**src/rtl/tss_ram.sv**
```systemverilog
// Generic single-port-write, single-port-read RAM with registered read data.
// No dependencies.

module tss_ram #(
	parameter int WIDTH = 32,
	parameter int DEPTH = 16,
	localparam int AW = (DEPTH > 1) ? $clog2(DEPTH) : 1
) (
	input  logic             clk,
	input  logic             we,
	input  logic [AW-1:0]    waddr,
	input  logic [WIDTH-1:0] wdata,
	input  logic [AW-1:0]    raddr,
	output logic [WIDTH-1:0] rdata
);

	logic [WIDTH-1:0] mem_q [DEPTH];

	always_ff @(posedge clk) begin
		if (we) begin
			mem_q[waddr] <= wdata;
		end
		rdata <= mem_q[raddr];
	end

endmodule

```
**config.mk**
```make
export PLATFORM = sky130hd
export DESIGN_NAME = tss_ram
export DESIGN_NICKNAME = d
export VERILOG_FILES = /design/src/rtl/tss_ram.sv
export SDC_FILE = /design/constraint.sdc
export NUM_CORES = 1
export LEC_CHECK = 0
export ABC_AREA = 0
export BUFFER_PORTS_ARGS = -buffer_cell sky130_fd_sc_hd__buf_2
export CAP_MARGIN = 40
export CORE_ASPECT_RATIO = 1.2
export CORE_UTILIZATION = 45
export CTS_CLUSTER_SIZE = 24
export DETAILED_ROUTE_END_ITERATION = 6
export HOLD_SLACK_MARGIN = 0.02
export SYNTH_ARGS = -nofsm -noshare
export SYNTH_HDL_FRONTEND = slang
export SYNTH_SLANG_ARGS = --single-unit
```
**constraint.sdc**
```tcl
create_clock -name clk -period 3.05 [get_ports clk]
set_input_delay 0.1525 -clock clk [delete_from_list [all_inputs] [get_ports clk]]
set_output_delay 0.1525 -clock clk [all_outputs]
set_load 0.02 [all_outputs]
```
==> After elaboration in Yosys (flattened, before gate mapping) <==
Memory sizes are Yosys's and may differ from the RTL's. A register that Yosys moved wholly into a read port is not among the register bits.
Index checks and enable logic that the tools add are counted.
{ "word_totals": {"ff_bits": 0, "latch_bits": 0, "mem_bits_rw": 512, "rom_bits": 0, "in_bits": 42, "elab_cells": 3, "n_memories": 1} }
{ "op_classes": {"add_sub_neg": 0, "n_mul": 0, "n_div": 0, "n_lt_le_gt_ge": 0, "eq_ne": 0, "shifts": 0, "n_mux": 2, "bitwise": 0, "reduce_logical": 0} }
{ "mem_list": {"columns": ["memory", "depth", "word_bits", "read_ports", "rd_ports_with_merged_regs", "write_ports", "line", "rtl"], "rows": [
  ["mem_q", 16, 32, 1, 1, 1, "17", "logic [WIDTH-1:0] mem_q [DEPTH];"]
]} }
{ "ops": {"columns": ["operator", "count"], "rows": [
  ["2-to-1 mux 1 bit", 2]
]} }

==> Logic depth before layout (Yosys ltp) <==
Gate-level depths: netlist of run 1.
{ "logic_depth": {"word_depth": 2, "ltp_mapped": 5, "ltp_nobuf": 3} }

==> Least setup slack after synthesis of run 1 <==
OpenSTA, ideal clock, no wires.
{ "synth_timing": {"kind": "input to register", "start": "in waddr[2]", "end": "mem mem_q[0][0] (enable)", "arrival_ns": 2.871, "setup_slack_ns": -0.282, "stages": 2, "n_path_buf": 0, "cell_sequence": "or3b_2 nor3_1"} }
{ "synth_rtl": {"columns": ["item", "line", "rtl"], "rows": [
  ["from (decl)", "11", "input logic [AW-1:0] waddr,"],
  ["to (decl)", "17", null]
]} }
No word-level cell before the write port.

==> Worst setup path after layout of run 1 <==
{ "layout_timing": {"start": "in waddr[2]", "end": "mem mem_q[3][27] (enable)"} }
No word-level cell before the write port.

==> flow_summary.toml, run 1 <==
[status]
run_status = "finished clean"

[power_and_ir_drop]
ir_worst_vdd_v = 0.0003735
share_seq_of_total_power_pct = 54.1
static-leakage-power_nw = 7.516
internal_power_mw = 12.40
share_comb_of_total_power_pct = 5.3
p_switching_mw = 3.129
clkPwrFrac_pct = 40.6
pwr_density_cell_mw_per_mm2 = 667.9
power.total_mw = 15.53
power.switching_fraction_pct = 20.14

[die]
die_footprint_mm2 = 0.04497
die_height_um = 232.1
fp.dieW_um = 193.7
initial_cell_density_of_the_core_pct = 45.96
rows = 83
io_pins = 74
floorplan.core_area_mm2 = 0.04320

[critical_path]
end_kind = "flip-flop"
r2r_start = "mem_q[2][4]$_DFFE_PP_"
worst_setup_path_start_kind = "input port"
critical_path_fanout_max = 19
crit-reg2reg-capture = "rdata[4]$_DFF_P_"
r2r_cells = 3
critical_path_arrival_ns = 1.78
worstSetupPathType = "input port to flip-flop"
cp_data_required_time_ns = 3.29
register_to_register_setup_slack_ns = 1.66

[yosys]
netlist_top_cells_area = "sky130_fd_sc_hd__edfxtp_1 (77%), sky130_fd_sc_hd__mux4_2 (15%), sky130_fd_sc_hd__dfxtp_1 (3.2%)"
yosysWarnings = 0
synth_seq_area_share_pct = 80.67
netlist.top_cell.by_area = "sky130_fd_sc_hd__edfxtp_1"
synth_top_area_share_pct = 77.44
avgSynthCellArea_um2 = 23.69
distinct_cell_type_count_after_synthesis = 18
synth_cells = 838
postSynth.asyncResetShare_pct = 0
net_count_of_the_mapped_netlist = 880
synth.most_common_cell = "sky130_fd_sc_hd__edfxtp_1"
post_synth_instance_area_mm2 = 0.01985
synthTopCellsByCount = "sky130_fd_sc_hd__edfxtp_1 (512), sky130_fd_sc_hd__mux4_2 (128), sky130_fd_sc_hd__a22oi_1 (64)"
ys_ff_latch = 544
ys.flop_type = "sky130_fd_sc_hd__edfxtp_1"
synth_edf_count = 512

[global_route]
global_route.usage.total_pct = 18.47
grt_antenna_before_repair = 0
number_of_global_route_vias_before_repair = 9578
grt_max_degree = 48
grt_overflow_total = 0
first_pass_grt_wire_length_mm = 60.97

[sta]
tns_ns = 0
fin_crit_sh_pct = 50.50
timing.slew.headroom_pct = 52.56
fin_worst_skew_ns = 0.01712
finalHoldViolations = 0
post_route_minimum_period_ns = 1.540
slew_of_the_pin_with_the_lowest_slew_margin_ns = 0.7100
rsz0062_at_grt = "false"
finalMaxSlewViolations = 0
timing.fmax_ghz = 0.6492
finalSetupViolations = 0

[drt]
top_layer = "met4"
detail_route.first_pass.iterations = 5
routedLengthMet1_mm = 16.87
avgRoutedWirePerCell_um = 25.22
detailroute.via_count = 8965
avgViaCountPerCell = 5.663
antenna_violating_nets_post_route = 0
routed_wirelength_mm = 39.93
post-route-drc-count = 0
met3_length_mm = 2.643
drt_iter0_markers = 613
dr_wl_met2_mm = 19.67

[clock_network]
clkTransAtPathRegs_ns = 0.06
cts_root_buffer = "sky130_fd_sc_hd__clkbuf_16"
clock_tree.htree_level_count = 2
clk_latency_ns = 0.56
clk_path_buf_depth = 3
tritoncts = "done"
clock_sink_count = 544
cts_inserted_buffers = 52

[hold_path]
hold-path-endpoint = "rdata[1]$_DFF_P_"
holdCritPathClass = "input port to flip-flop"
hp-start = "raddr[3]"
whs_path_depth = 4

[placement]
gp_routability_congestion = 0.7063
number_of_buffers_added_on_ports = 73
dpl.hpwl_mm = 22.63

[final_layout]
post_route_cells_drive_above_1_share_pct = 32.49
antenna_cells = 0
finish.net_count = 1032
layout_stage_area_growth_over_the_synthesis_result_pct = 17.13

[flow_run]
max_cap_viol_count = 0
-- power groups by stage --
stage                     Sequential (mW)  Clock [mW]  Combinational (mW)
after global placement               8.56           0               0.792
after detailed placement             8.56           0               0.809
after CTS                            8.41        6.44               0.845
after floorplan                      8.62           0               0.401
after global routing                 8.42        6.70               0.896
final                                8.40        6.30               0.827
-- per-layer routing --
metal / vias up / GRT usage [%]
li1: 3870 / -
met3: 57 / 3.805
met5: - / 0
met2: 281 / 30.32
met4: 0 / 5.000
met1: 4757 / 25.29
-- cell usage in the layout (no fill, tap or decap) --
master	netlist	routed
sky130_fd_sc_hd__dfxtp_1	32	32
sky130_fd_sc_hd__nand3_1	1	1
sky130_fd_sc_hd__clkinvlp_4	0	2
sky130_fd_sc_hd__clkinv_1	0	1
sky130_fd_sc_hd__dlygate4sd3_1	0	32
sky130_fd_sc_hd__inv_6	0	1
sky130_fd_sc_hd__nor3_2	0	3
sky130_fd_sc_hd__nor2b_4	0	2
sky130_fd_sc_hd__clkinv_2	0	10
sky130_fd_sc_hd__buf_4	11	25
sky130_fd_sc_hd__buf_12	0	11
sky130_fd_sc_hd__nor3_4	0	1
sky130_fd_sc_hd__mux4_2	128	128
sky130_fd_sc_hd__buf_6	2	1
sky130_fd_sc_hd__nor2_4	0	13
sky130_fd_sc_hd__nand2_1	33	33
sky130_fd_sc_hd__and2_2	0	1
sky130_fd_sc_hd__buf_2	4	71
sky130_fd_sc_hd__clkbuf_8	0	8
sky130_fd_sc_hd__edfxtp_1	512	512
sky130_fd_sc_hd__clkbuf_1	17	17
sky130_fd_sc_hd__or3b_2	1	1
sky130_fd_sc_hd__clkbuf_16	0	53
sky130_fd_sc_hd__nand3b_1	2	2
sky130_fd_sc_hd__a22oi_1	64	64
sky130_fd_sc_hd__nand2b_1	2	2
sky130_fd_sc_hd__bufinv_16	0	4
-- cell families after synthesis --
kind of cell           Yosys count  share of synthesized area [%]
buffers and inverters           43                          1.122
AO/OA/AOI/OAI                   64                          2.420
AND/OR/NAND/NOR                 59                          1.273
flip-flops                     544                          80.67
multiplexers                   128                          14.52
-- layout make-up --
class                           count  area (um2)
Clock buffer                       77        1486
Clock inverter                     18       197.7
Fill cell                        3319       19950
Multi-Input combinational cell    251        3756
Sequential cell                   544       16020
Tap cell                          552       690.7
Timing Repair Buffer              141        1109
-- timing repair --
item                      in CTS  in global routing
hold buffers                  32                  0
setup buffers                  0                  0
hold endpoints to repair     512                  0
resized for setup              0                  0
-- metrics by stage --
stage	util, %	worst slack [ns]	hold WS, ns	area [um2]	std cells
after floorplan	-	0.01817	0.2514	19860	838
after global placement	49.10	0.9084	0.5262	21210	1454
after detailed placement	49.19	0.9121	0.5425	21250	1456
after CTS	53.83	1.491	0.1378	23250	1583
after global routing	53.83	1.423	0.1788	23250	1583
final	53.83	1.510	0.1808	23250	1583
-- state kept, by name, summed over array words and instances, names as in the netlist --
signal  flops
mem_q     512
rdata      32
-- critical path, stage by stage --
cell and delay, ns:
sky130_fd_sc_hd__buf_2 0.11, sky130_fd_sc_hd__or3b_2 0.61, sky130_fd_sc_hd__nor2_4 0.54, sky130_fd_sc_hd__buf_4 0.35
-- how the worst max path moves through the flow --
stage                              to  depth (start not counted)      from
2_1_floorplan   mem_q[8][0]$_DFFE_PP_                          2  waddr[2]
3_3_place_gp   mem_q[3][28]$_DFFE_PP_                          4  waddr[2]
3_5_place_dp   mem_q[3][28]$_DFFE_PP_                          4  waddr[2]
4_1_cts        mem_q[3][27]$_DFFE_PP_                          4  waddr[2]
5_1_grt         mem_q[3][0]$_DFFE_PP_                          4  waddr[2]
6_report       mem_q[3][27]$_DFFE_PP_                          4  waddr[2]
(Power assumes the default switching activity.)
==> run 2: changes to the inputs <==
==> constraint.sdc (replaced) <==
create_clock -name clk -period 1.23 [get_ports clk]
set_input_delay 0.0615 -clock clk [delete_from_list [all_inputs] [get_ports clk]]
set_output_delay 0.0615 -clock clk [all_outputs]
set_load 0.02 [all_outputs]
==> flow_summary.toml, run 2 (synthesized netlist as in run 1, its figures left out) <==
[final_layout]
largest_register_ffs = 512
finish.net_count = 1081
reg_top3 = "mem_q x512, rdata x32"
final_util_pct = 56.40
postLayoutCellArea_mm2 = 0.02437
post_route_cells_drive_above_1_share_pct = 40.93
most_flop_heavy_register = "mem_q"
final_common_cell = "sky130_fd_sc_hd__edfxtp_1"
layout_stage_area_growth_over_the_synthesis_result_pct = 22.73
fillCellCount = 3187
mostFrequentLayoutCells = "sky130_fd_sc_hd__edfxtp_1 (512), sky130_fd_sc_hd__mux4_2 (128), sky130_fd_sc_hd__buf_2 (67)"

[sta]
rsz0062_at_grt = "true"
timing.slew.headroom_pct = 72.60
timing.final.ws_setup_ns = -0.02359
finalMaxSlewViolations = 0
timing.fmax_ghz = 0.7977
finalHoldViolations = 0
post_route_minimum_period_ns = 1.254
slew_of_the_pin_with_the_lowest_slew_margin_ns = 0.4100
tns_ns = -0.05937
fin_crit_sh_pct = 101.9
finalSetupViolations = 5
fin_worst_skew_ns = 0.01878

[power_and_ir_drop]
share_seq_of_total_power_pct = 54.0
ir_worst_vdd_v = 0.001041
clkPwrFrac_pct = 39.7
share_comb_of_total_power_pct = 6.2
power.switching_fraction_pct = 20.77
static-leakage-power_nw = 7.915
pwr_density_cell_mw_per_mm2 = 1584
internal_power_mw = 30.58
p_switching_mw = 8.015
power.total_mw = 38.59

[critical_path]
critical_path_cell_count = 3
crit-reg2reg-capture = "rdata[15]$_DFF_P_"
critical_path_fanout_max = 1
worst-path-buf-inv = 0
r2r_cells = 3
crit_chain = "mux4_2 -> a22oi_2 -> nand2_2"
setup.worst_path.end = "rdata[15]$_DFF_P_"
r2r_start = "mem_q[3][15]$_DFFE_PP_"
critical-path-max-stage-delay_ns = 0.48
critPathSlowestCell = "sky130_fd_sc_hd__mux4_2"
end_kind = "flip-flop"
register_to_register_setup_slack_ns = -0.02
critical_path_arrival_ns = 1.71
worst_setup_path_start_kind = "flip-flop"
critical_path.startpoint = "mem_q[3][15]$_DFFE_PP_"
worstSetupPathType = "flip-flop to flip-flop"
cp_data_required_time_ns = 1.68
path_delay_family = "multiplexers"

[clock_network]
tritoncts = "done"
clk_latency_ns = 0.57
clkTransAtPathRegs_ns = 0.06
clk_path_buf_depth = 3
cts_inserted_buffers = 51
cts_root_buffer = "sky130_fd_sc_hd__clkbuf_16"
clock_sink_count = 544
buffers_inserted_during_post_cts_setup_optimization = 0
clock_tree.htree_level_count = 2

[placement]
number_of_buffers_added_on_ports = 73
gp_routability_congestion = 0.7160
placedInstanceArea_mm2 = 0.02212
dpl.hpwl_mm = 24.82

[die]
fp.dieW_um = 193.7
rows = 83
initial_cell_density_of_the_core_pct = 45.96
die_footprint_mm2 = 0.04497
die_height_um = 232.1
floorplan.core_area_mm2 = 0.04320
io_pins = 74

[global_route]
met3_usage_pct = 2.977
number_of_global_route_vias_before_repair = 9904
use_met2_pct = 33.45
grt_overflow_total = 0
grt_max_degree = 29
global_route.usage.met1_pct = 26.80
grt_antenna_before_repair = 2
top_usage_layer = "met2"
global_route.usage.total_pct = 19.70
first_pass_grt_wire_length_mm = 63.78

[drt]
avgViaCountPerCell = 5.709
routed_wirelength_mm = 43.16
drt_iter0_markers = 687
avgRoutedWirePerCell_um = 26.43
detailroute.via_count = 9323
detail_route.first_pass.iterations = 5
antenna_violating_nets_post_route = 0
post-route-drc-count = 0

[hold_path]
whs_path_depth = 5
holdCritPathClass = "input port to flip-flop"

[flow_run]
max_cap_viol_count = 0

[status]
violated_checks = "setup timing"
run_status = "finished with violations"
## run 2: what timing repair did
action,CTS,global route
endpoints found under the setup margin,28,34
pin swaps,30,33
hold buffers,32,0
gates resized for setup,31,31
endpoints found under the hold margin,512,0
## run 2: metrics by stage
stage	hold slack, ns	cells	setup slack (ns)
after global placement	0.4359	1506	-0.3903
after CTS	0.1367	1632	-0.06107
after detailed placement	0.4509	1506	-0.3766
after global routing	0.1575	1633	-0.07266
final	0.1532	1633	-0.02359
after floorplan	0.1604	838	-0.5407
## run 2: routing by layer
metal	part of all wire, %	wire length (um)
met5	0.023	10
met4	2.0	843
met3	4.5	1953
met2	50	21660
met1	43	18700
## run 2: power by group through the flow
stage	clock, mW	sequential, mW	combinational [mW]
after floorplan	0	21.4	1.07
after global placement	0	21.2	2.19
after detailed placement	0	21.3	2.22
after CTS	15.6	20.9	2.38
after global routing	16.3	20.9	2.57
final	15.3	20.9	2.40
## run 2: layout make-up
class	instances	area [um2]	area share (%)
Tap cell	552	690.7	2.834
Antenna cell	1	2.502	0.01027
Timing Repair Buffer	191	1941	7.964
Multi-Input combinational cell	251	4083	16.75
Clock buffer	73	1440	5.910
Clock inverter	21	192.7	0.7908
Sequential cell	544	16020	65.74
## run 2: how the worst min path moves through the flow
stage                              end       from
5_1_grt        mem_q[12][27]$_DFFE_PP_   waddr[3]
2_1_floorplan    mem_q[0][0]$_DFFE_PP_   wdata[0]
4_1_cts              rdata[26]$_DFF_P_   raddr[3]
3_3_place_gp    mem_q[14][4]$_DFFE_PP_   wdata[4]
3_5_place_dp   mem_q[12][27]$_DFFE_PP_  wdata[27]
6_report             rdata[10]$_DFF_P_   raddr[3]
## run 2: worst reg2reg max path, delay by kind of cell, from the launching register on
kind | cells | cell delay, ns
AO/OA/AOI/OAI | 1 | 0.21
flip-flops | 1 | 0.35
multiplexers | 1 | 0.48
AND/OR/NAND/NOR | 1 | 0.09
==> run 3: changes to the inputs <==
--- a/config.mk
+++ b/config.mk
@@ -13,6 +13,7 @@
 export CTS_CLUSTER_SIZE = 24
 export DETAILED_ROUTE_END_ITERATION = 6
 export HOLD_SLACK_MARGIN = 0.02
+export REMOVE_ABC_BUFFERS = 1
 export SYNTH_ARGS = -nofsm -noshare
 export SYNTH_HDL_FRONTEND = slang
 export SYNTH_SLANG_ARGS = --single-unit
==> flow_summary.toml, run 3 (synthesized netlist as in run 1, its figures left out) <==
[drt]
drt_iter0_markers = 668
detailroute.via_count = 9195
avgRoutedWirePerCell_um = 25.02
antenna_violating_nets_post_route = 0
post-route-drc-count = 0
avgViaCountPerCell = 5.610
detail_route.first_pass.iterations = 4
routed_wirelength_mm = 41.02

[final_layout]
antenna_cells = 0
multiInputGateArea_mm2 = 0.003963
postLayoutCellArea_mm2 = 0.02449
fillCellCount = 3134
finish.net_count = 1085
most_flop_heavy_register = "mem_q"
seq_area_mm2 = 0.01602
final_cells = 1639
mostFrequentLayoutCells = "sky130_fd_sc_hd__edfxtp_1 (512), sky130_fd_sc_hd__mux4_2 (128), sky130_fd_sc_hd__buf_2 (71)"
final_common_cell = "sky130_fd_sc_hd__edfxtp_1"
post_route_cells_drive_above_1_share_pct = 40.02
reg_top3 = "mem_q x512, rdata x32"
largest_register_ffs = 512
layout_stage_area_growth_over_the_synthesis_result_pct = 23.37

[global_route]
grt_max_degree = 33
first_pass_grt_wire_length_mm = 61.96
grt_antenna_before_repair = 0
grt_overflow_total = 0
global_route.usage.total_pct = 18.92
number_of_global_route_vias_before_repair = 9943

[flow_run]
max_cap_viol_count = 0

[sta]
rsz0062_at_grt = "true"
finalHoldViolations = 0
timing.final.ws_setup_ns = -0.06592
slew_of_the_pin_with_the_lowest_slew_margin_ns = 0.5194
fin_crit_sh_pct = 105.4
timing.fmax_ghz = 0.7717
fin_worst_skew_ns = 0.01827
finalMaxSlewViolations = 0
finalSetupViolations = 15
timing.slew.headroom_pct = 65.26
post_route_minimum_period_ns = 1.296

[clock_network]
clk_path_buf_depth = 3
cts_root_buffer = "sky130_fd_sc_hd__clkbuf_16"
clkTransAtPathRegs_ns = 0.06
tritoncts = "done"
clk_latency_ns = 0.57
cts_inserted_buffers = 52
clock_tree.htree_level_count = 2
buffers_inserted_during_post_cts_setup_optimization = 0
clock_sink_count = 544

[placement]
gp_routability_congestion = 0.7076
number_of_buffers_added_on_ports = 73
dpl.hpwl_mm = 23.20
dp.cells = 1506
placedInstanceArea_mm2 = 0.02211

[critical_path]
critPathSlowestCell = "sky130_fd_sc_hd__mux4_2"
register_to_register_setup_slack_ns = -0.07
critical-path-max-stage-delay_ns = 0.49
critical_path_arrival_ns = 1.74
r2r_cells = 4
critical_path_fanout_max = 1
crit-reg2reg-capture = "rdata[14]$_DFF_P_"
crit_chain = "mux4_2 -> a22oi_2 -> buf_4 -> nand2_1"
end_kind = "flip-flop"
critical_path.startpoint = "mem_q[7][14]$_DFFE_PP_"
cp_data_required_time_ns = 1.68
worst_setup_path_start_kind = "flip-flop"
setup.worst_path.end = "rdata[14]$_DFF_P_"
worstSetupPathType = "flip-flop to flip-flop"
r2r_start = "mem_q[7][14]$_DFFE_PP_"

[die]
die_height_um = 232.1
io_pins = 74
fp.dieW_um = 193.7
rows = 83
floorplan.core_area_mm2 = 0.04320
die_footprint_mm2 = 0.04497
initial_cell_density_of_the_core_pct = 45.96

[power_and_ir_drop]
ir_worst_vdd_v = 0.001033
static-leakage-power_nw = 7.976
power.total_mw = 39.84
pwr_density_cell_mw_per_mm2 = 1627

[status]
violated_checks = "setup timing"
run_status = "finished with violations"

[hold_path]
holdCritPathClass = "input port to flip-flop"
-- run 3: per-layer routing --
metal  up-vias  global-route usage, %  share of wire (%)
li1       3993                      -                  -
met1      4896                  26.88                 44
met2       256                  31.18                 49
met3        50                  2.556                5.2
met4         0                  4.800                1.6
met5         -                      0                  0
-- run 3: worst min-delay path by stage --
stage,from,cells after the start,endpoint
5_1_grt,raddr[0],4,rdata[6]$_DFF_P_
2_1_floorplan,wdata[0],0,mem_q[0][0]$_DFFE_PP_
3_5_place_dp,wdata[29],1,mem_q[12][29]$_DFFE_PP_
3_3_place_gp,wdata[27],1,mem_q[2][27]$_DFFE_PP_
6_report,raddr[0],4,rdata[6]$_DFF_P_
4_1_cts,raddr[0],4,rdata[6]$_DFF_P_
-- run 3: area by class of cell --
type	count	area share, %
Timing Repair Buffer	194	8.189
Clock buffer	66	5.864
Multi-Input combinational cell	251	16.18
Tap cell	552	2.820
Clock inverter	32	1.558
Sequential cell	544	65.39
-- run 3: repair_timing --
item | in CTS | in global routing
hold buffers | 35 | 0
gates resized for setup | 35 | 9
pin swaps | 42 | 15
endpoints found under the hold margin | 519 | 0
endpoints found under the setup margin | 30 | 32
-- run 3: per-stage QoR --
| stage | utilization (%) | setup TNS (ns) | worst slack [ns] | hold WS, ns |
|---|---|---|---|---|
| final | 56.70 | -0.3815 | -0.06592 | 0.08977 |
| after global routing | 56.70 | -1.502 | -0.1132 | 0.09286 |
| after CTS | 56.59 | -0.7049 | -0.08260 | 0.07595 |
| after detailed placement | 51.18 | -64.23 | -0.3899 | 0.4498 |
| after global placement | 51.12 | -59.97 | -0.3708 | 0.4391 |
| after floorplan | - | -578.29 | -2.011 | 0.1604 |
-- run 3: power breakdown --
part,switching (mW),internal (mW),leakage (nW)
logic,1.30,1.10,2.21
registers,0.117,20.7,4.89
clock network,6.65,9.96,0.875
-- run 3: worst max-delay path: cells and delay by family (launching register included) --
family	cells	cell delay [ns]
buffers and inverters	1	0.14
flip-flops	1	0.37
AND/OR/NAND/NOR	1	0.05
AO/OA/AOI/OAI	1	0.13
multiplexers	1	0.49
