==> src/rtl/tss_pkg.sv <==
// Shared constants and types for the triangular system solver.
// No dependencies; used by tss_div and triangular_system_solver_top.

package tss_pkg;

	localparam int DATA_W        = 32;
	localparam int MAX_DIM_DEF   = 16;
	localparam int FRAC_BITS_DEF = 16;

	// row, column and result counters: 5 bits, wide enough for 0..16
	localparam int CNT_W = 5;

	localparam int CFG_IDX_W  = 1;
	localparam int CFG_DATA_W = 5;
	localparam int SIZE_W     = 5;

	localparam logic [CFG_IDX_W-1:0] CFG_DIRECTION = 1'd0;
	localparam logic [CFG_IDX_W-1:0] CFG_SIZE      = 1'd1;

	localparam logic [SIZE_W-1:0] SIZE_RESET = 5'd16;

	localparam logic [DATA_W-1:0] SAT_MAX = {1'b0, {(DATA_W-1){1'b1}}};
	localparam logic [DATA_W-1:0] SAT_MIN = {1'b1, {(DATA_W-1){1'b0}}};

	typedef enum logic [1:0] {
		REQ_MATRIX = 2'd0,
		REQ_RHS    = 2'd1,
		REQ_SOLVE  = 2'd2
	} req_t;

	typedef enum logic [3:0] {
		ST_IDLE,
		ST_ROW_RD,
		ST_ROW_INIT,
		ST_MAC_RD,
		ST_MAC_MUL,
		ST_MAC_ACC,
		ST_DIV_START,
		ST_DIV_WAIT,
		ST_ROW_WR,
		ST_OUT_RD,
		ST_OUT_PUT,
		ST_OUT_HOLD
	} state_t;

endpackage

==> src/rtl/tss_div.sv <==
// Restoring unsigned divider, one quotient bit per cycle.
// Depends on tss_pkg for the divisor width.

module tss_div #(
	parameter int DVD_W = 48,
	parameter int DVS_W = tss_pkg::DATA_W
) (
	input  logic             clk,
	input  logic             arst_n,
	input  logic             start,
	input  logic [DVD_W-1:0] dividend,
	input  logic [DVS_W-1:0] divisor,
	output logic [DVD_W-1:0] quo,
	output logic             done
);

	localparam int CW = $clog2(DVD_W + 1);

	logic [DVD_W-1:0] quo_q;
	logic [DVS_W-1:0] rem_q;
	logic [DVS_W-1:0] dvs_q;
	logic [CW-1:0]    cnt_q;
	logic             busy_q;
	logic             done_q;
	logic [DVS_W:0]   trial;
	logic             fits;

	assign trial = {rem_q, quo_q[DVD_W-1]};
	assign fits  = (trial >= {1'b0, dvs_q});

	always_ff @(posedge clk or negedge arst_n) begin
		if (!arst_n) begin
			busy_q <= 1'b0;
			done_q <= 1'b0;
			cnt_q  <= '0;
		end else begin
			done_q <= 1'b0;
			if (start) begin
				busy_q <= 1'b1;
				cnt_q  <= CW'(DVD_W);
			end else if (busy_q) begin
				cnt_q <= cnt_q - 1'b1;
				if (cnt_q == CW'(1)) begin
					busy_q <= 1'b0;
					done_q <= 1'b1;
				end
			end
		end
	end

	always_ff @(posedge clk) begin
		if (start) begin
			quo_q <= dividend;
			rem_q <= '0;
			dvs_q <= divisor;
		end else if (busy_q) begin
			// dividend bits shift out the top while quotient bits shift in
			if (fits) begin
				rem_q <= DVS_W'(trial - {1'b0, dvs_q});
			end else begin
				rem_q <= trial[DVS_W-1:0];
			end
			quo_q <= {quo_q[DVD_W-2:0], fits};
		end
	end

	assign quo  = quo_q;
	assign done = done_q;

endmodule

==> config.mk <==
export PLATFORM = sky130hd
export DESIGN_NAME = tss_div
export DESIGN_NICKNAME = d
export VERILOG_FILES = /design/src/rtl/tss_pkg.sv /design/src/rtl/tss_div.sv
export SDC_FILE = /design/constraint.sdc
export NUM_CORES = 1
export LEC_CHECK = 0
export ABC_AREA = 1
export BUFFER_PORTS_ARGS = -buffer_cell sky130_fd_sc_hd__buf_2
export CAP_MARGIN = 25
export CORE_MARGIN = 1
export CORE_UTILIZATION = 49
export DETAILED_ROUTE_END_ITERATION = 12
export PLACE_DENSITY_LB_ADDON = 0.25
export SYNTH_ARGS = -nofsm -noshare
export SYNTH_HDL_FRONTEND = slang
export SYNTH_SLANG_ARGS = --single-unit
==> constraint.sdc <==
create_clock -name clk -period 4.2 [get_ports clk]
set_input_delay 0.21 -clock clk [delete_from_list [all_inputs] [get_ports clk]]
set_output_delay 0.21 -clock clk [all_outputs]
set_load 0.02 [all_outputs]
======== Yosys cells after proc, flatten, opt, wreduce, memory -nomap -nowiden ========
Index checks and enable logic that the tools add are counted.
cells by class
  mux-type cells .......................... 11
  reductions and logical operators ........ 1
  equal/unequal tests ..................... 1
  $add $sub $neg .......................... 2
  magnitude comparators ................... 1
operators by type and width
  kind                   count
  $mux W48               2
  $ge A33 B32 Y1         1
  $mux W32               1
  $sub A32 B32 Y32       1
  $mux W6                2
  $eq A6 B1 Y1 const B   1
  $mux W1                6
  $sub A6 B1 Y6 const B  1
  $reduce_bool A2 Y1     1
storage, ports and cells
  bits in registers ....................... 120

======== Longest topological paths before layout ========
Gate-level depths: netlist of the first run.
  depth after elaboration ................. 4
  mapped depth ............................ 18
  gate-level depth less buffers ........... 16

======== Least setup slack after synthesis of the first run ========
OpenSTA, ideal clock, no wires.
  path type ............................... input to register
  start point ............................. input start
  end point ............................... register quo_q[0] (netlist: quo[0]) (enable)
  library setup time ...................... 0.432 ns
  data arrival time ....................... 2.163 ns
  required time ........................... 3.768 ns
  stages on the path ...................... 4
  buffers on the path ..................... 2
  slack ................................... 1.605 ns
  path through ............................ clkbuf_1 > nor2_1 > inv_1 > buf_1
on the way
  word-level cells in the longest chain between the ends .. 1
ends and longest elaborated chain
  what                          RTL line       text
  from (decl)                   tss_div.sv:10  input logic start,
  $reduce_bool A2 Y1 (no line)  -
  to (signal assigned)          tss_div.sv:53  quo_q <= dividend;
  to (signal assigned)          tss_div.sv:63  quo_q <= {quo_q[DVD_W-2:0], fits};
  to (decl)                     tss_div.sv:19  logic [DVD_W-1:0] quo_q;
No other way between the ends.
A chain may end at the register's enable or synchronous reset.

======== Worst setup path after layout of the first run ========
  start point ............................. register dvs_q[31]
  end point ............................... register rem_q[0]
on the way
  word-level cells in the longest chain between the ends .. 2
ends and longest elaborated chain
  what                    RTL line       text
  from (decl)             tss_div.sv:21  logic [DVS_W-1:0] dvs_q;
  from (signal assigned)  tss_div.sv:55  dvs_q <= divisor;
  $ge A33 B32 Y1          tss_div.sv:29  assign fits = (trial >= {1'b0, dvs_q});
  $mux W32                tss_div.sv:58  if (fits) begin
  to (signal assigned)    tss_div.sv:59  rem_q <= DVS_W'(trial - {1'b0, dvs_q});
  to (signal assigned)    tss_div.sv:61  rem_q <= trial[DVS_W-1:0];
  to (decl)               tss_div.sv:20  logic [DVS_W-1:0] rem_q;
No other way between the ends.

==> flow_metrics.tcl, run 1 <==
set metrics [dict create \
    hold_path_class "input pin to register" \
    tritoncts "built" \
    avgRoutedWirePerCell_um 13.9 \
    via_count 7090 \
    r2r_setup_slack_ns 1.40 \
    grt_overflow 0 \
    dieArea_um2 16200 \
    grt_first_pass_wirelength_mm 33.3 \
    leakagePower_nw 5.16 \
    criticalPathCategory "register to register" \
    fin_crit_ns 2.80 \
    drt_iter0_drc 428 \
    setup-violations-final 0 \
    postSynthCellCount 1075 \
    cts_root_buf "clkbuf_16" \
    boundaryPins 132 \
    synth_area_leaders "edfxtp_1 31%, nand2_1 22%, inv_1 9.7%" \
    arrival_ns 3.11 \
    tightest_slew_ns 0.853 \
    first_global_vias 6828 \
    drtPass1Iterations 5 \
    rows 45 \
    vdd_ir_drop_max_v 0.000328 \
    cts.path.max_buffers 2 \
    fmax_mhz 357 \
    yosys_warnings 0 \
    syn-cell-area_um2 7700 \
    postCtsSetupBuffers 0 \
    drcViolationCount 0 \
    hold_viol_final 0 \
    cts.sinks 120 \
    htreeDepth 4 \
    ys_top_cells_by_count "449 x nand2_1, 198 x inv_1, 80 x edfxtp_1" \
    hpwl_mm 15.0 \
    core_um2 15300 \
    ys_types 37 \
    n_antenna_cell 0 \
    period_share 0.667 \
    synth-seq-cells 120 \
    clk_pin_slew_ns 0.06 \
    synthArstFlopShare 0.0667 \
    grt_usage 0.265 \
    die_y_um 127 \
    crit_path_start_kind "register" \
    setup_tns_ns 0 \
    worstPathRequired_ns 4.51 \
    yosysTopAreaCell "edfxtp_1" \
    synth_nets 1193 \
    viasPerCell 4.85 \
    final_max_slew_viol_count 0 \
    clkLatencyLatePin_ns 0.43 \
    start_util 0.505 \
    clock_skew_ns 0.0162 \
    yosysMostFrequentCell "nand2_1" \
    synth_area_per_cell_um2 7.16 \
    synth-seq-area-share 0.421 \
    crit_fanout 34 \
    antenna_found_initial 1 \
    numCtsBuffers 17 \
    area.growth.synth_to_final_pct 22.8 \
    drive_gt1_frac 0.170 \
    relSlewSlack 0.430 \
    fillers 1415 \
    status "finished clean" \
    gp_congestion 1.04 \
    synth_ff_type "edfxtp_1" \
    wl_mm 20.3 \
    drtAntennaViolNets 0 \
    cap_violations 0 \
    synth-edff-count 80 \
    io_buffers 131 \
    rsz0062_at_grt "false" \
    cp-end-kind "register" \
    synth_top_cell_area_share 0.312 \
    layout.nets 1356 \
    fin_util 0.620 \
    die_w_um 127 \
    grt_max_degree 54 \
    power_density_nw_per_um2 551 \
]
==> critical path, cell delays in order, from the launching register on <==
cell      delay (ns)
edfxtp_1        0.33
inv_1           0.04
ha_1            0.29
inv_1           0.05
nor2_1          0.35
nand2_1         0.20
nor3_2          0.33
nand2_4         0.33
nand2_4         0.49
nand2_1         0.09
nand3_1         0.09
o21ai_0         0.09
==> sequential cells by signal, summed over array words and instances, names as in the netlist <==
signal / cells
cnt_q: 6
done: 1
dvs_q: 32
quo: 48
busy_q: 1
rem_q: 32
==> cell type report <==
class                           count  area, µm²  share of cell area
Clock buffer                       17        425              0.0450
Clock inverter                     15        168              0.0177
Inverter                          200        751              0.0794
Multi-Input combinational cell    728       3550               0.376
Sequential cell                   120       3240               0.343
Tap cell                          211        264              0.0279
Timing Repair Buffer              171       1050               0.111
==> path summary, 6_finish.rpt <==
| kind | startpoint | to | cells after the start |
|---|---|---|---|
| worst min register to register | rem_q[15] | rem_q[15] | 2 |
| worst max register to register | dvs_q[31] | rem_q[0] | 11 |
| max in group asynchronous | arst_n | cnt_q[4] | 2 |
| min in group asynchronous | arst_n | cnt_q[0] | 2 |
| worst min-delay path | dividend[33] | quo[33] | 3 |
| worst max-delay path | dvs_q[31] | rem_q[0] | 11 |
==> cell families after synthesis <==
group,Yosys count,share of synthesized area
AO/OA/AOI/OAI,45,0.0317
XOR/XNOR,14,0.0159
adder cells (fa/ha/maj),35,0.0579
buffers and inverters,227,0.118
flip-flops,120,0.421
AND/OR/NAND/NOR,634,0.356
==> where the power goes <==
part | switching, mW | internal [mW] | total, mW
Clock | 0.591 | 0.886 | 1.48
Sequential | 0.114 | 1.46 | 1.57
Combinational | 1.39 | 0.767 | 2.16
==> timing repair <==
action,in CTS,in global routing
hold buffers,33,0
gates resized for setup,0,0
endpoints found under the setup margin,0,0
endpoints found under the hold margin,40,0
==> layout by cell type (no fill, tap or decap), drive strengths merged <==
cell type    netlist  layout
a21oi             20      20
a31oi              1       1
and2               4       4
buf               13     138
bufinv             0       2
clkbuf            14      17
clkinv             1       7
clkinvlp           0       2
dfrtp              8       8
dfxtp             32      32
dlygate4sd3        0      33
edfxtp            80      80
fa                 1       1
ha                34      34
inv              199     204
nand2            469     469
nand3             87      87
nand3b            12      12
nand4             12      12
nor2              42      42
nor3               5       5
nor4               3       3
o21a               2       2
o21ai             18      18
o21bai             3       3
o22ai              1       1
xnor2             13      13
xor2               1       1
==> metal layers <==
| layer | track usage | wire length, µm | part of all wire |
|---|---|---|---|
| met1 | 0.336 | 8940 | 0.44 |
| met2 | 0.445 | 9450 | 0.46 |
| met3 | 0.0628 | 1520 | 0.075 |
| met4 | 0.0924 | 412 | 0.020 |
| met5 | 0 | 13 | 0.00064 |
==> through the flow <==
stage | power (mW) | setup slack (ns) | std cells | hold slack [ns] | instance area [µm²]
6_report | 5.21 | 1.40 | 1462 | 0.0496 | 9460
5_1_grt | 5.56 | 1.26 | 1462 | 0.0479 | 9460
4_1_cts | 5.22 | 1.46 | 1461 | 0.0367 | 9440
3_5_place_dp | 3.69 | 1.45 | 1396 | 0.0626 | 8510
3_3_place_gp | 3.67 | 1.47 | 1396 | 0.0653 | 8510
2_1_floorplan | 3.22 | 1.61 | 1075 | -0.0856 | 7700
Power figures use the tool's default switching activity.
==> inputs of run 2 (changes only) <==
--- a/config.mk
+++ b/config.mk
@@ -5,7 +5,7 @@
 export SDC_FILE = /design/constraint.sdc
 export NUM_CORES = 1
 export LEC_CHECK = 0
-export ABC_AREA = 1
+export ABC_AREA = 0
 export BUFFER_PORTS_ARGS = -buffer_cell sky130_fd_sc_hd__buf_2
 export CAP_MARGIN = 25
 export CORE_MARGIN = 1
==> constraint.sdc (replaced) <==
create_clock -name clk -period 2.38 [get_ports clk]
set_input_delay 0.119 -clock clk [delete_from_list [all_inputs] [get_ports clk]]
set_output_delay 0.119 -clock clk [all_outputs]
set_load 0.02 [all_outputs]
==> flow_metrics.tcl, run 2 <==
set metrics [dict create \
    clk_pin_slew_ns 0.06 \
    period_share 1.15 \
    tightest_slew_ns 0.661 \
    power.total_mw 10.5 \
    postSynthCellCount 596 \
    yosys.area_share.simple 0.0946 \
    die_y_um 118 \
    synth-edff-count 80 \
    synth-seq-area-share 0.494 \
    start_util 0.511 \
    hold_path_class "input pin to register" \
    cpMaxStageDelayCell "edfxtp_1" \
    vdd_ir_drop_max_v 0.000668 \
    synth_area_per_cell_um2 11.0 \
    layout.nets 1024 \
    fillers 798 \
    synth-xor-area-share 0.0414 \
    synth_area_leaders "edfxtp_1 37%, dfxtp_1 9.8%, mux2_2 8.4%" \
    synth_ff_type "edfxtp_1" \
    power_density_nw_per_um2 1050 \
    violations "setup timing" \
    numCtsBuffers 17 \
    grt_usage 0.266 \
    clock_skew_ns 0.00949 \
    clkLatencyLatePin_ns 0.42 \
    leakagePower_nw 4.47 \
    yosys_warnings 0 \
    area.growth.synth_to_final_pct 52.4 \
    htreeDepth 4 \
    drtPass1Iterations 5 \
    crit_path_start_kind "register" \
    first_global_vias 6095 \
    viasPerCell 5.37 \
    cap_violations 0 \
    synthArstFlopShare 0.0667 \
    synth-compound-area-share 0.139 \
    cts_root_buf "clkbuf_16" \
    criticalPathCategory "register to register" \
    setup-violations-final 33 \
    layout.cells.non_filler 1090 \
    synth_top_family_by_area "compound AO/OA/AOI/OAI gates" \
    drt_iter0_drc 286 \
    status "complete, but fails checks" \
    final_common_cell "buf_2" \
    final_cell_mix "130 x buf_2, 98 x buf_4, 80 x edfxtp_1" \
    largest_reg_flops 48 \
    arrival_ns 3.05 \
    ys_types 57 \
    grt_first_pass_wirelength_mm 29.2 \
    fmax_mhz 367 \
    grt_max_degree 80 \
    n_antenna_cell 0 \
    wl_mm 18.2 \
    io_buffers 131 \
    synth-seq-cells 120 \
    final_max_slew_viol_count 0 \
    yosysTopAreaCell "edfxtp_1" \
    cp-end-kind "register" \
    hpwl_mm 10.9 \
    syn-cell-area_um2 6560 \
    via_count 5848 \
    ys_top_cells_by_count "80 x edfxtp_1, 50 x nor2_1, 49 x mux2_2" \
    hold-worst-slack_ns 0.0126 \
    antenna_found_initial 0 \
    grt_overflow 0 \
    rsz0062_at_grt "true" \
    slowest_delay_ns 0.37 \
    worstPathRequired_ns 2.71 \
    drcViolationCount 0 \
    yosysMostFrequentCell "edfxtp_1" \
    dieArea_um2 13900 \
    cts.sinks 120 \
    drive_gt1_frac 0.424 \
    relSlewSlack 0.553 \
    drtAntennaViolNets 0 \
    crit_fanout 6 \
    gp_congestion 0.886 \
    avgRoutedWirePerCell_um 16.7 \
    tritoncts "built" \
    cts.path.max_buffers 2 \
    hold_viol_final 0 \
    dp.cells 968 \
    rows 41 \
    synthAdderAreaFrac 0.0679 \
    fin_crit_ns 2.73 \
    synth_nets 714 \
    core_um2 12800 \
    worst_slack_ns -0.346 \
    boundaryPins 132 \
    path_cells "inv_2, ha_4, and3_4, and2_4, and3_4, a211o_4, o211ai_4, o311ai_4, buf_6, buf_12, buf_12, nor2_4, a31oi_1, a211oi_1" \
    die_w_um 118 \
    synth_mux_area_frac 0.118 \
    synth_top_cell_area_share 0.366 \
]
run 2: changes by cell type after synthesis, moves of 21 or more:
cell      previous run  this run
mux2_2               0        49
a211oi_1             0        27
nand2_1            449        29
inv_1              198        45
o21ai_0              8        29
nand3_1             78        13
mux2i_1              0        22
run 2: what timing repair did:
action / CTS / global route
resized for setup: 49 / 34
endpoints found under the setup margin: 33 / 33
hold endpoints to repair: 79 / 1
setup buffers: 13 / 7
pin swaps: 23 / 30
hold buffers: 72 / 1
cloned: 2 / 1
run 2: worst paths after layout:
kind | start | endpoint | slack [ns] | depth (start not counted)
worst min register to register | rem_q[31] | rem_q[31] | 0.47 | 2
min in group asynchronous | arst_n | cnt_q[1] | 0.10 | 2
worst min-delay path | dividend[47] | quo[47] | 0.01 | 2
max in group asynchronous | arst_n | busy_q | 2.09 | 2
worst max-delay path | dvs_q[6] | rem_q[27] | -0.35 | 14
worst max register to register | dvs_q[6] | rem_q[27] | -0.35 | 14
run 2: stage by stage:
stage / setup TNS [ns] / setup slack, ns / area (µm²) / util
floorplan: -2.55 / -0.346 / 6670 / -
global placement: -6.35 / -0.305 / 8200 / 0.639
detailed placement: -8.11 / -0.403 / 8200 / 0.639
CTS: -7.33 / -0.407 / 9850 / 0.768
global route: -11.13 / -0.474 / 10000 / 0.780
finish: -7.65 / -0.346 / 10000 / 0.780
run 2: final cells by class:
class	count	area, µm²	area share
well taps	172	215	0.0215
repair buffers	318	2360	0.237
clock inverters	12	178	0.0178
clock buffers	19	433	0.0433
inverters	45	169	0.0169
multi-input cells	404	3390	0.340
flip-flops and latches	120	3240	0.324
run 2: cell families after synthesis:
| family | Yosys count |
|---|---|
| simple gates | 131 |
| xor+xnor | 31 |
| flops | 120 |
| buf+inv | 72 |
| mux | 71 |
| fa+ha+maj | 35 |
| compound gates | 136 |
run 2: power by group:
part           total [mW]  internal [mW]  switching [mW]
Sequential           2.89           2.62           0.265
Clock                2.69           1.74           0.945
Combinational        4.92           2.59            2.33
Total                10.5           6.96            3.54
run 2: metal layers:
layer	up-vias	share of wire	track usage
met4	0	0.013	0.0929
met5	-	0	0
met2	209	0.52	0.472
met1	2815	0.40	0.297
li1	2803	-	-
met3	21	0.064	0.0862
run 2: worst max-delay path, delay by kind of cell, from the launching register on:
| kind | cells | cell delay, ns |
|---|---|---|
| buffers and inverters | 4 | 0.51 |
| adder cells (fa/ha/maj) | 1 | 0.20 |
| AND/OR/NAND/NOR | 4 | 0.54 |
| flip-flops | 1 | 0.37 |
| AO/OA/AOI/OAI | 5 | 1.02 |
==> inputs of run 3 (changes only) <==
==> constraint.sdc (replaced) <==
create_clock -name clk -period 2.33 [get_ports clk]
set_input_delay 0.1165 -clock clk [delete_from_list [all_inputs] [get_ports clk]]
set_output_delay 0.1165 -clock clk [all_outputs]
set_load 0.02 [all_outputs]
==> flow_metrics.tcl, run 3 (same netlist as run 2, synthesis figures left out) <==
set metrics [dict create \
    reg2regPathDepth 12 \
    n_antenna_cell 0 \
    seq_power_share 0.278 \
    dp.cells 986 \
    fin_area_um2 9980 \
    criticalPathCategory "register to register" \
    relSlewSlack 0.572 \
    r2r_setup_slack_ns -0.44 \
    setup-violations-final 33 \
    io_buffers 131 \
    drcViolationCount 0 \
    hpwl_mm 11.6 \
    rsz0062_at_grt "true" \
    placedInstanceArea_um2 8280 \
    drive_gt1_frac 0.422 \
    r2r-start "dvs_q[8]" \
    p_switching_mw 3.59 \
    gp_congestion 0.905 \
    clockPowerShare 0.247 \
    grt_overflow 0 \
    die_w_um 118 \
    core_um2 12800 \
    dieArea_um2 13900 \
    layout.nets 1032 \
    final_max_slew_viol_count 0 \
    start_util 0.511 \
    final_common_cell "buf_2" \
    power.total_mw 10.6 \
    tightest_slew_ns 0.642 \
    final_cell_mix "130 x buf_2, 113 x buf_4, 80 x edfxtp_1" \
    hold_path_depth 2 \
    hold_end "quo[47]" \
    fin_crit_ns 2.77 \
    rows 41 \
    grt_first_pass_wirelength_mm 29.5 \
    grt_usage 0.270 \
    first_global_vias 6219 \
    layout.cells.non_filler 1099 \
    top_layer "met4" \
    viasPerCell 5.27 \
    drt_iter0_drc 268 \
    drt-met1-wl_mm 7.61 \
    cts.path.max_buffers 2 \
    wl_met2_mm 9.32 \
    clkLatencyLatePin_ns 0.42 \
    hold_viol_final 0 \
    r2r-end "rem_q[14]" \
    worst_slack_ns -0.438 \
    wl_met3_um 977 \
    status "complete, but fails checks" \
    arrival_ns 3.07 \
    crit_fanout 8 \
    clock_skew_ns 0.0156 \
    avgRoutedWirePerCell_um 16.6 \
    setup_tns_ns -9.62 \
    cts.sinks 120 \
    p_int_mw 7.00 \
    antenna_found_initial 0 \
    boundaryPins 132 \
    tritoncts "built" \
    via_count 5795 \
    p_sw_frac 0.339 \
    grt_max_degree 52 \
    die_y_um 118 \
    leakagePower_nw 4.51 \
    fillers 800 \
    fmax_mhz 361 \
    period_share 1.19 \
    cp-end-kind "register" \
    wl_mm 18.3 \
    clk_pin_slew_ns 0.05 \
    combPwrFrac 0.475 \
    power_density_nw_per_um2 1060 \
    cap_violations 0 \
    dp_slack_ns -0.525 \
    holdCritStartpoint "dividend[47]" \
    drtAntennaViolNets 0 \
    hold_path_class "input pin to register" \
    crit_path_start_kind "register" \
    htreeDepth 4 \
    worstPathRequired_ns 2.63 \
    numCtsBuffers 17 \
    area.growth.synth_to_final_pct 52.2 \
    violations "setup timing" \
    cts_root_buf "clkbuf_16" \
    drtPass1Iterations 4 \
    largest_reg_flops 48 \
    vdd_ir_drop_max_v 0.000691 \
]
## run 3: cell types whose count changed in the layout (fill, tap and decap cells not counted), sizes merged
| cell | previous run | this run |
|---|---|---|
| clkbuf | 19 | 22 |
| buf | 245 | 257 |
| clkinvlp | 2 | 1 |
| bufinv | 4 | 3 |
| dlygate4sd3 | 73 | 69 |
## run 3: layout make-up
type	instances	area (µm²)	share of cell area
Inverter	45	169	0.0169
Timing Repair Buffer	326	2390	0.240
Sequential cell	120	3240	0.325
Tap cell	172	215	0.0216
Clock inverter	10	130	0.0130
Clock buffer	22	444	0.0445
Multi-Input combinational cell	404	3390	0.339
## run 3: metrics by stage
step           utilization  hold WS [ns]
6_report             0.778        0.0227
5_1_grt              0.778       0.00872
4_1_cts              0.761      0.000317
3_5_place_dp         0.646       -0.0299
3_3_place_gp         0.646       -0.0377
2_1_floorplan            -        -0.179
## run 3: critical path, cell delays in order (launching register included)
cell	delay [ns]
edfxtp_1	0.37
inv_2	0.08
ha_4	0.21
and3_4	0.18
and2_4	0.15
and3_4	0.16
a211o_4	0.33
o211ai_4	0.23
o311ai_4	0.16
buf_6	0.19
buf_12	0.14
mux2i_1	0.13
a211oi_1	0.31
## run 3: power by group through the flow
| stage | clock network (mW) | registers, mW | logic [mW] |
|---|---|---|---|
| after floorplan | 0 | 3.06 | 2.47 |
| after global placement | 0 | 2.93 | 4.04 |
| after detailed placement | 0 | 2.94 | 4.16 |
| after CTS | 2.65 | 2.93 | 4.69 |
| after global routing | 2.74 | 2.98 | 5.44 |
| final | 2.61 | 2.94 | 5.03 |
## run 3: layer usage
metal | up-vias | track usage
met5 | - | 0
met1 | 2773 | 0.308
li1 | 2817 | -
met3 | 27 | 0.0664
met2 | 178 | 0.487
met4 | 0 | 0.0929
## run 3: repair_timing
item,in CTS,in global routing
pin swaps,11,18
hold buffers,69,0
endpoints found under the setup margin,33,33
gates cloned,2,0
buffers inserted,8,2
hold endpoints to repair,76,0
resized for setup,34,38
## run 3: worst max-delay path by stage
stage	startpoint	to	slack, ns
finish	dvs_q[8]	rem_q[14]	-0.44
global route	quo[47]	rem_q[28]	-0.60
CTS	quo[47]	rem_q[20]	-0.46
detailed placement	quo[47]	rem_q[20]	-0.52
global placement	quo[47]	rem_q[20]	-0.36
floorplan	quo[47]	rem_q[20]	-0.40
